==> src/ppr_pkg.sv <==
// Shared types and constants for the packed pixel to RGB24 converter.
// No dependencies; imported by every module of the block.
`default_nettype none

package ppr_pkg;

    localparam int unsigned BYTE_W   = 8;
    localparam int unsigned PIX_W    = 3 * BYTE_W;
    localparam int unsigned IN_W     = 4 * BYTE_W;
    localparam int unsigned OUT_W    = 2 * PIX_W;
    localparam int unsigned ADDR_W   = 3;
    localparam int unsigned APB_W    = 32;
    localparam int unsigned SUM_W    = 11;

    typedef enum logic [1:0] {
        FMT_YUYV   = 2'd0,
        FMT_YVYU   = 2'd1,
        FMT_UYVY   = 2'd2,
        FMT_RGB565 = 2'd3
    } t_fmt;

    // Register index taken from paddr[2]
    typedef enum logic {
        REG_FORMAT = 1'b0,
        REG_BGR    = 1'b1
    } t_reg;

    typedef struct packed {
        logic signed [9:0] badd;
        logic signed [8:0] gsub;
        logic signed [8:0] radd;
    } t_chroma;

endpackage

`default_nettype wire

==> src/ppr_chroma.sv <==
// Source word unpacking and shared chroma offset terms for both lanes.
// Depends on ppr_pkg.
`default_nettype none

module ppr_chroma
    import ppr_pkg::*;
(
    input  wire t_fmt              i_fmt,
    input  wire logic [IN_W-1:0]   i_word,
    output t_chroma                o_chroma,
    output logic [BYTE_W-1:0]      o_y0,
    output logic [BYTE_W-1:0]      o_y1
);

    logic [BYTE_W-1:0] b0, b1, b2, b3;
    logic [BYTE_W-1:0] u, v;
    logic signed [7:0]  d, e;
    logic signed [15:0] d129;
    logic signed [11:0] gmix;
    logic signed [9:0]  e3;

    assign b0 = i_word[7:0];
    assign b1 = i_word[15:8];
    assign b2 = i_word[23:16];
    assign b3 = i_word[31:24];

    always_comb begin
        case (i_fmt)
            FMT_YVYU: begin
                o_y0 = b0; v = b1; o_y1 = b2; u = b3;
            end
            FMT_UYVY: begin
                u = b0; o_y0 = b1; v = b2; o_y1 = b3;
            end
            default: begin
                o_y0 = b0; u = b1; o_y1 = b2; v = b3;
            end
        endcase
    end

    // value minus the chroma bias
    assign d = {~u[7], u[6:0]};
    assign e = {~v[7], v[6:0]};

    assign d129 = (16'(d) <<< 7) + 16'(d);
    assign gmix = (12'(d) <<< 1) + 12'(d) + (12'(e) <<< 2) + (12'(e) <<< 1);
    assign e3   = (10'(e) <<< 1) + 10'(e);

    assign o_chroma.badd = 10'(d129 >>> 6);
    assign o_chroma.gsub = 9'(gmix >>> 3);
    assign o_chroma.radd = 9'(e3 >>> 1);

endmodule

`default_nettype wire

==> src/ppr_lane.sv <==
// One pixel lane: YUV add and clip or RGB565 expansion, then channel order.
// Depends on ppr_pkg.
`default_nettype none

module ppr_lane
    import ppr_pkg::*;
(
    input  wire t_fmt              i_fmt,
    input  wire logic              i_bgr,
    input  wire t_chroma           i_chroma,
    input  wire logic [BYTE_W-1:0] i_y,
    input  wire logic [BYTE_W-1:0] i_lo,
    input  wire logic [BYTE_W-1:0] i_hi,
    output logic [PIX_W-1:0]       o_pix
);

    logic signed [SUM_W-1:0] y_s, r_sum, g_sum, b_sum;
    logic [BYTE_W-1:0] r_c, g_c, b_c;
    logic [BYTE_W-1:0] red, green, blue;

    function automatic logic [BYTE_W-1:0] clip8(input logic signed [SUM_W-1:0] x);
        logic [BYTE_W-1:0] res;
        if (x[SUM_W-1]) begin
            res = '0;
        end else if (x[SUM_W-2:BYTE_W] != '0) begin
            res = '1;
        end else begin
            res = x[BYTE_W-1:0];
        end
        return res;
    endfunction

    assign y_s   = signed'({{(SUM_W-BYTE_W){1'b0}}, i_y});
    assign r_sum = y_s + SUM_W'(i_chroma.radd);
    assign g_sum = y_s - SUM_W'(i_chroma.gsub);
    assign b_sum = y_s + SUM_W'(i_chroma.badd);

    assign r_c = clip8(r_sum);
    assign g_c = clip8(g_sum);
    assign b_c = clip8(b_sum);

    always_comb begin
        if (i_fmt == FMT_RGB565) begin
            red   = {i_hi[7:3], 3'b000};
            green = {i_hi[2:0], i_lo[7:5], 2'b00};
            blue  = {i_lo[4:0], 3'b000};
        end else begin
            red   = r_c;
            green = g_c;
            blue  = b_c;
        end
    end

    assign o_pix = i_bgr ? {red, green, blue} : {blue, green, red};

endmodule

`default_nettype wire

==> src/packed_pixel_to_rgb24_core.sv <==
// Packed pixel to RGB24 converter top level: config registers, two lanes,
// output register. Depends on ppr_pkg, ppr_chroma, ppr_lane.
// Output valid is registered and rises in the cycle after an input transfer.
// Throughput: one source word per cycle; the single output register stage
// accepts a new word whenever it is empty or being drained.
// Reset: synchronous, active low; clears format and order registers and output valid.
`default_nettype none

module packed_pixel_to_rgb24_core
    import ppr_pkg::*;
(
    input  wire logic              i_clk,
    input  wire logic              i_rst_n,
    // APB configuration
    input  wire logic              psel,
    input  wire logic              penable,
    input  wire logic              pwrite,
    input  wire logic [ADDR_W-1:0] paddr,
    input  wire logic [APB_W-1:0]  pwdata,
    output logic [APB_W-1:0]       prdata,
    output logic                   pready,
    // input stream
    input  wire logic              i_s_tvalid,
    output logic                   o_s_tready,
    input  wire logic [IN_W-1:0]   i_s_tdata,   // byte0, byte1, byte2, byte3
    input  wire logic              i_s_tlast,   // end_of_frame
    // output stream
    output logic                   o_m_tvalid,
    input  wire logic              i_m_tready,
    output logic [OUT_W-1:0]       o_m_tdata,   // pix0_first, pix0_green, pix0_third,
                                                // pix1_first, pix1_green, pix1_third
    output logic                   o_m_tlast    // frame_done
);

    t_fmt              r_fmt, n_fmt;
    logic              r_bgr, n_bgr;
    logic              r_valid, n_valid;
    logic [OUT_W-1:0]  r_data;
    logic              r_last;
    logic              cfg_wr;
    logic              s_xfer;
    t_chroma           chroma;
    logic [BYTE_W-1:0] y0, y1;
    logic [PIX_W-1:0]  pix0, pix1;

    assign pready = 1'b1;
    assign cfg_wr = psel & penable & pwrite;

    always_comb begin
        n_fmt = r_fmt;
        n_bgr = r_bgr;
        if (cfg_wr) begin
            case (t_reg'(paddr[2]))
                REG_FORMAT: n_fmt = t_fmt'(pwdata[1:0]);
                REG_BGR:    n_bgr = pwdata[0];
                default:    ;
            endcase
        end
    end

    always_comb begin
        case (t_reg'(paddr[2]))
            REG_BGR: prdata = {{(APB_W-1){1'b0}}, r_bgr};
            default: prdata = {{(APB_W-2){1'b0}}, r_fmt};
        endcase
    end

    ppr_chroma u_chroma (
        .i_fmt    (r_fmt),
        .i_word   (i_s_tdata),
        .o_chroma (chroma),
        .o_y0     (y0),
        .o_y1     (y1)
    );

    ppr_lane u_lane0 (
        .i_fmt    (r_fmt),
        .i_bgr    (r_bgr),
        .i_chroma (chroma),
        .i_y      (y0),
        .i_lo     (i_s_tdata[7:0]),
        .i_hi     (i_s_tdata[15:8]),
        .o_pix    (pix0)
    );

    ppr_lane u_lane1 (
        .i_fmt    (r_fmt),
        .i_bgr    (r_bgr),
        .i_chroma (chroma),
        .i_y      (y1),
        .i_lo     (i_s_tdata[23:16]),
        .i_hi     (i_s_tdata[31:24]),
        .o_pix    (pix1)
    );

    assign o_s_tready = ~r_valid | i_m_tready;
    assign s_xfer     = i_s_tvalid & o_s_tready;

    always_comb begin
        n_valid = r_valid;
        if (o_s_tready) begin
            n_valid = i_s_tvalid;
        end
    end

    always_ff @(posedge i_clk) begin
        if (!i_rst_n) begin
            r_fmt   <= FMT_YUYV;
            r_bgr   <= 1'b0;
            r_valid <= 1'b0;
        end else begin
            r_fmt   <= n_fmt;
            r_bgr   <= n_bgr;
            r_valid <= n_valid;
        end
    end

    // merge lane results into the output word
    always_ff @(posedge i_clk) begin
        if (s_xfer) begin
            r_data <= {pix1, pix0};
            r_last <= i_s_tlast;
        end
    end

    assign o_m_tvalid = r_valid;
    assign o_m_tdata  = r_data;
    assign o_m_tlast  = r_last;

endmodule

`default_nettype wire
==> config.mk <==
export PLATFORM = sky130hd
export DESIGN_NAME = packed_pixel_to_rgb24_core
export DESIGN_NICKNAME = d
export VERILOG_FILES = /design/src/ppr_pkg.sv /design/src/ppr_chroma.sv /design/src/ppr_lane.sv /design/src/packed_pixel_to_rgb24_core.sv
export SDC_FILE = /design/constraint.sdc
export NUM_CORES = 1
export LEC_CHECK = 0
export ABC_AREA = 1
export BUFFER_PORTS_ARGS = -buffer_cell sky130_fd_sc_hd__buf_2
export CORE_MARGIN = 2
export CORE_UTILIZATION = 60
export CTS_CLUSTER_DIAMETER = 150
export DETAILED_ROUTE_END_ITERATION = 6
export MAX_ROUTING_LAYER = met4
export PLACE_DENSITY_LB_ADDON = 0.08
export SLEW_MARGIN = 5
export SYNTH_ARGS = -nofsm -noshare
export SYNTH_HDL_FRONTEND = slang
export SYNTH_SLANG_ARGS = --single-unit
==> constraint.sdc <==
create_clock -name i_clk -period 17.8 [get_ports i_clk]
set_clock_uncertainty 0.1 [all_clocks]
set_input_delay 0.89 -clock i_clk [delete_from_list [all_inputs] [get_ports i_clk]]
set_output_delay 0.89 -clock i_clk [all_outputs]
set_load 0.005 [all_outputs]
; After elaboration in Yosys (flattened, before gate mapping)
; Index checks and enable logic that the tools add are counted.
; W data, S select, Z words.
[totals]
elab_cells = 60
in_bits = 75
reg_bits = 53
[classes]
mux = 25
n_eq_ne = 3
n_reduce_logical = 8
add_sub_neg = 11
bitwise = 8
[ops]
columns = operator, n
row1 = $mux W8, 20
row2 = $mux W24, 2
row3 = $pmux W8 S2, 2
row4 = $add A9 B10 Y11, 2
row5 = $add A9 B8 Y10, 2
row6 = $add A9 B9 Y10, 2
row7 = $sub A9 B9 Y10, 2
row8 = $add A15 B8 Y16, 1
row9 = $add A12 B9 Y12, 1
row10 = $reduce_bool A2 Y1, 6
row11 = $add A10 B10 Y11, 1
row12 = $eq A2 B2 Y1 const B, 2
row13 = $not A1 Y1, 4
row14 = $reduce_and A2 Y1, 2
row15 = $and A1 B1 Y1, 3
row16 = $eq A2 B1 Y1 const B, 1
row17 = $mux W2, 1
row18 = $or A1 B1 Y1, 1

; Depth between registers and ports, before layout
[logic_depth]
ltp_word = 12
depth_mapped = 36
ltp_nobuf = 34

; Hierarchy
; From an unflattened synthesis, not the netlist that was laid out.
[unflattened]
hier_cells = 1115
area_unflattened_um2 = 7383.3
[by_module_without_submodules]
columns = mod, instances, area_per_inst_um2, cells_per_inst
row1 = packed_pixel_to_rgb24_core, 1, 1923.1, 116
row2 = ppr_lane (u_lane0), 1, 1841.8, 360
row3 = ppr_lane (u_lane1), 1, 1820.5, 349
row4 = ppr_chroma, 1, 1798.0, 290

; Worst setup path after synthesis
; No wires, ideal clock.
[synth_timing]
path_type = register to register
start = register r_fmt[0]
end = register r_data[36], in the netlist o_m_tdata[36] (data pin)
path_stages_with_launch = 36
arrival_time_ns = 5.321
setup_slack_ns = 12.127
setup_time_ns = 0.252
path_cell_list = dfxtp_1 -> inv_1 -> ha_1 -> buf_4 -> inv_4 -> clkbuf_1 -> clkbuf_1 -> nand2_1 -> o21ai_0 -> inv_1 -> fa_1 -> inv_1 -> ha_1 -> nand2_1 -> o21ai_0 -> xor2_1 -> inv_1 -> ha_1 -> a21oi_1 -> a21boi_1 -> nand2_4 -> xnor2_1 -> ha_1 -> nand2_1 -> o21ai_0 -> nand2_1 -> nand2_1 -> nand2_1 -> nand2_2 -> nand2_2 -> a21oi_2 -> nand2_2 -> nand2_4 -> nand2_1 -> nand2_1 -> nand2_1
[synth_between]
elab_chain_len = 12
[synth_lines]
columns = item, line
row1 = "start, declared", packed_pixel_to_rgb24_core.sv:35  ; t_fmt r_fmt, n_fmt;
row2 = "start signal, assigned", packed_pixel_to_rgb24_core.sv:112  ; r_fmt <= n_fmt;
row3 = $eq A2 B2 Y1 / $eq A2 B1 Y1 (equally long branches), ppr_chroma.sv:28  ; case (i_fmt)
row4 = $pmux W8 S2, ppr_chroma.sv:28
row5 = $not A1 Y1, ppr_chroma.sv:42  ; assign d = {~u[7], u[6:0]};
row6 = $add A9 B8 Y10, ppr_chroma.sv:46  ; assign gmix = (12'(d) <<< 1) + 12'(d) + (12'(e) <<< 2) + (12'(e) <<< 1);
row7 = $add A10 B10 Y11, ppr_chroma.sv:46
row8 = $add A12 B9 Y12, ppr_chroma.sv:46
row9 = $sub A9 B9 Y10, ppr_lane.sv:35  ; assign g_sum = y_s - SUM_W'(i_chroma.gsub);
row10 = $reduce_bool A2 Y1, ppr_lane.sv:25  ; end else if (x[SUM_W-2:BYTE_W] != '0) begin
row11 = $mux W8, ppr_lane.sv:25
row12 = $mux W8, ppr_lane.sv:23  ; if (x[SUM_W-1]) begin
row13 = $mux W8 (*), ppr_lane.sv:43  ; if (i_fmt == FMT_RGB565) begin
row14 = $mux W24 (*), ppr_lane.sv:54  ; assign o_pix = i_bgr ? {red, green, blue} : {blue, green, red};
row15 = named net pix1[12], packed_pixel_to_rgb24_core.sv:44  ; logic [PIX_W-1:0] pix0, pix1;
row16 = "end signal, assigned", packed_pixel_to_rgb24_core.sv:121  ; r_data <= {pix1, pix0};
row17 = "end, declared", packed_pixel_to_rgb24_core.sv:38  ; logic [OUT_W-1:0] r_data;
; Mark *: on every way through the listed nets, which the timed path passes. The rest lies on a longest branch.
; A chain may end at the register's enable or synchronous reset.

; Worst setup path in the final report
[layout_timing]
start = register r_fmt[0]
end = register r_data[37], in the netlist o_m_tdata[37] (data pin)
; Same word-level chain as after synthesis.

==> impl_metrics.env <==
export IMPL_mostFrequentLayoutCells="294 x nand2_1, 126 x inv_1, 95 x buf_2"
export IMPL_min_path_cells=2
export IMPL_routed_wl_mm=19.2
export IMPL_grt_total_usage=0.318
export IMPL_root_buffer="clkbuf_16"
export IMPL_slew_viol_final=0
export IMPL_h_tree_depth=2
export IMPL_antenna_found_initial=0
export IMPL_core_area_um2=11400
export IMPL_io_buffers=95
export IMPL_cts_tree="yes"
export IMPL_grt_ovfl_total=0
export IMPL_tightestPinTransition_ns=1.10
export IMPL_synthesis_area_um2=6990
export IMPL_crit_fanout=25
export IMPL_gp_congestion=1.01
export IMPL_synth_edf_count=49
export IMPL_initial_core_util=0.614
export IMPL_power_frac_seq=0.151
export IMPL_worstPathArrival_ns=6.69
export IMPL_wl_per_cell_um=15.8
export IMPL_dpl_hpwl_mm=16.2
export IMPL_postCtsSetupRepairBufs=0
export IMPL_fin_crit_sh=0.379
export IMPL_ys_seq_area_frac=0.222
export IMPL_crit_path_end_kind="flop"
export IMPL_drive_above_1_share=0.141
export IMPL_place_area_um2=7510
export IMPL_clkLatencyLatePin_ns=0.29
export IMPL_p_per_area_nw_per_um2=203
export IMPL_hp_start="r_fmt[0]"
export IMPL_slew_headroom=0.267
export IMPL_switching_share=0.524
export IMPL_hold_slack_ns=0.435
export IMPL_dieHeight_um=112
export IMPL_multiInputGateArea_um2=4720
export IMPL_drcViolationCount=0
export IMPL_clkSinkCount=53
export IMPL_finalWorstSetupSlack_ns=11.05
export IMPL_avgSynthCellArea_um2=7.10
export IMPL_combPwrFrac=0.788
export IMPL_fin_crit_ns=6.75
export IMPL_diodes=0
export IMPL_r2r_end="o_m_tdata[37]"
export IMPL_clockBufferDepth=2
export IMPL_status="complete, no violations"
export IMPL_rr_worst_depth=29
export IMPL_crit_required_ns=17.75
export IMPL_hp_class="reg -> reg"
export IMPL_ys_seq_elements=53
export IMPL_vias_per_cell=5.48
export IMPL_hold_buffers=0
export IMPL_fin_area_um2=7650
export IMPL_via_count=6666
export IMPL_power_mw=1.55
export IMPL_min_to="r_fmt[0]"
export IMPL_grt_pass1_vias=5957
export IMPL_finalSetupTns_ns=0
export IMPL_ctsResizeCount=0
export IMPL_dieWidth_um=112
export IMPL_internal_power_uw=739
export IMPL_leakage_nw=4.00
export IMPL_rrSetupSlack_ns=11.05
export IMPL_power_switching_uw=813
export IMPL_final_common_cell="nand2_1"
export IMPL_slowest_stage="fa_1"
export IMPL_cp_common_cell="nand2_1"
export IMPL_die_area_um2=12500
export IMPL_cts_buffers=5
export IMPL_rsz0062_at_grt="no"
export IMPL_dpl_worst_slack_ns=11.19
export IMPL_setup_viol=0
export IMPL_first_pass_iters=5
export IMPL_n_fill_cell=1041
export IMPL_ios=159
export IMPL_nets=1244
export IMPL_drtIter0Drc=647
export IMPL_clkSlewWorstSetupHoldPaths_ns=0.07
export IMPL_grt_pass1_wl_mm=30.7
export IMPL_clkPwrFrac=0.061
export IMPL_synth_yosys_warnings=0
export IMPL_start_kind="flop"
export IMPL_hold_violations=0
export IMPL_max_cap_violations=0
export IMPL_ys_types=45
export IMPL_grt_max_degree=50
export IMPL_async_reset_ff_frac=0
export IMPL_ff_latch_area_um2=1550
export IMPL_synthCells=984
export IMPL_peakVddDrop_mv=0.177
export IMPL_crit_type="reg -> reg"
export IMPL_cpPeakStageDelay_ns=0.58
export IMPL_r2r_start="r_fmt[0]"
export IMPL_syn_to_final_growth_pct=9.56
export IMPL_max_freq_mhz=148
export IMPL_synth_flop_cell="edfxtp_1"
export IMPL_rows=39
export IMPL_ant_nets=0
layout make-up:
type / instances / share of cell area
Inverter: 135 / 0.0665
Multi-Input combinational cell: 772 / 0.617
Timing Repair Buffer: 105 / 0.0719
Tap cell: 143 / 0.0234
Clock inverter: 2 / 0.00196
Sequential cell: 53 / 0.203
Clock buffer: 6 / 0.0168
routing by layer:
metal | routed length, um | part of all wire | track usage | vias up
li1 | - | - | - | 3352
met1 | 8380 | 0.44 | 0.445 | 2972
met2 | 8630 | 0.45 | 0.499 | 311
met3 | 1770 | 0.092 | 0.0321 | 31
met4 | 418 | 0.022 | 0.0774 | 0
met5 | 0 | 0 | - | -
kinds of logic after synthesis:
family,count (synthesis),share of synthesized area
other,2,0.00108
buffers and inverters,188,0.119
xor gates and xnor gates,58,0.0759
AOI/OAI and AO/OA,172,0.138
adders and majority gates,97,0.189
and+or+nand+nor,414,0.255
DFF,53,0.222
cell usage after synthesis, types with 3 or more instances:
cell / count / area [um2]
a21o_1: 6 / 45.0
o21bai_1: 5 / 37.5
nor2_1: 21 / 78.8
inv_1: 126 / 473
a31oi_1: 5 / 31.3
xor2_1: 30 / 263
dfxtp_1: 4 / 80.1
inv_2: 8 / 30.0
clkbuf_1: 13 / 48.8
buf_2: 5 / 25.0
edfxtp_1: 49 / 1470
buf_1: 3 / 11.3
nand3_2: 5 / 50.1
nand2_4: 6 / 67.6
nand2_1: 294 / 1100
xor2_2: 3 / 48.8
xnor2_1: 25 / 219
o21ai_0: 49 / 245
nand3_1: 55 / 275
a21oi_1: 71 / 355
fa_1: 14 / 280
nand4_1: 12 / 75.1
o221ai_1: 6 / 52.6
buf_4: 32 / 240
ha_1: 83 / 1040
o21ai_1: 18 / 90.1
nand2_2: 9 / 56.3
through the flow:
step	utilization	cells
global placement	0.661	1208
finish	0.673	1216
global route	0.673	1216
CTS	0.673	1216
detailed placement	0.661	1208
floorplan	-	1013
power groups by stage:
stage	Combinational [mW]	Sequential (mW)	Clock (mW)
detailed placement	1.20	0.238	0
global route	1.37	0.238	0.101
floorplan	0.918	0.245	0
CTS	1.20	0.235	0.0963
finish	1.22	0.234	0.0948
global placement	1.18	0.236	0
state kept, by name (all words and copies together) (netlist names):
name and count:
o_m_tlast 1, r_fmt 2, o_m_tvalid 1, o_m_tdata 48, r_bgr 1
critical path: cells and delay by family (launching register included):
kind / cells / cell delay, ns
AO/OA/AOI/OAI: 4 / 1.33
buffers and inverters: 7 / 0.82
XOR/XNOR: 1 / 0.54
flip-flops: 1 / 0.37
AND/OR/NAND/NOR: 11 / 0.90
adder cells (fa/ha/maj): 6 / 2.42
worst max path at each step:
| stage | cells after the start | end | from | slack (ns) |
|---|---|---|---|---|
| after floorplan | 35 | o_m_tdata[36] | r_fmt[0] | 12.13 |
| after global placement | 30 | o_m_tdata[37] | r_fmt[0] | 11.26 |
| after detailed placement | 29 | o_m_tdata[37] | r_fmt[0] | 11.19 |
| after CTS | 29 | o_m_tdata[37] | r_fmt[0] | 11.15 |
| after global routing | 30 | o_m_tdata[37] | r_fmt[0] | 10.59 |
| final | 29 | o_m_tdata[37] | r_fmt[0] | 11.05 |
Power figures use the tool's default switching activity.
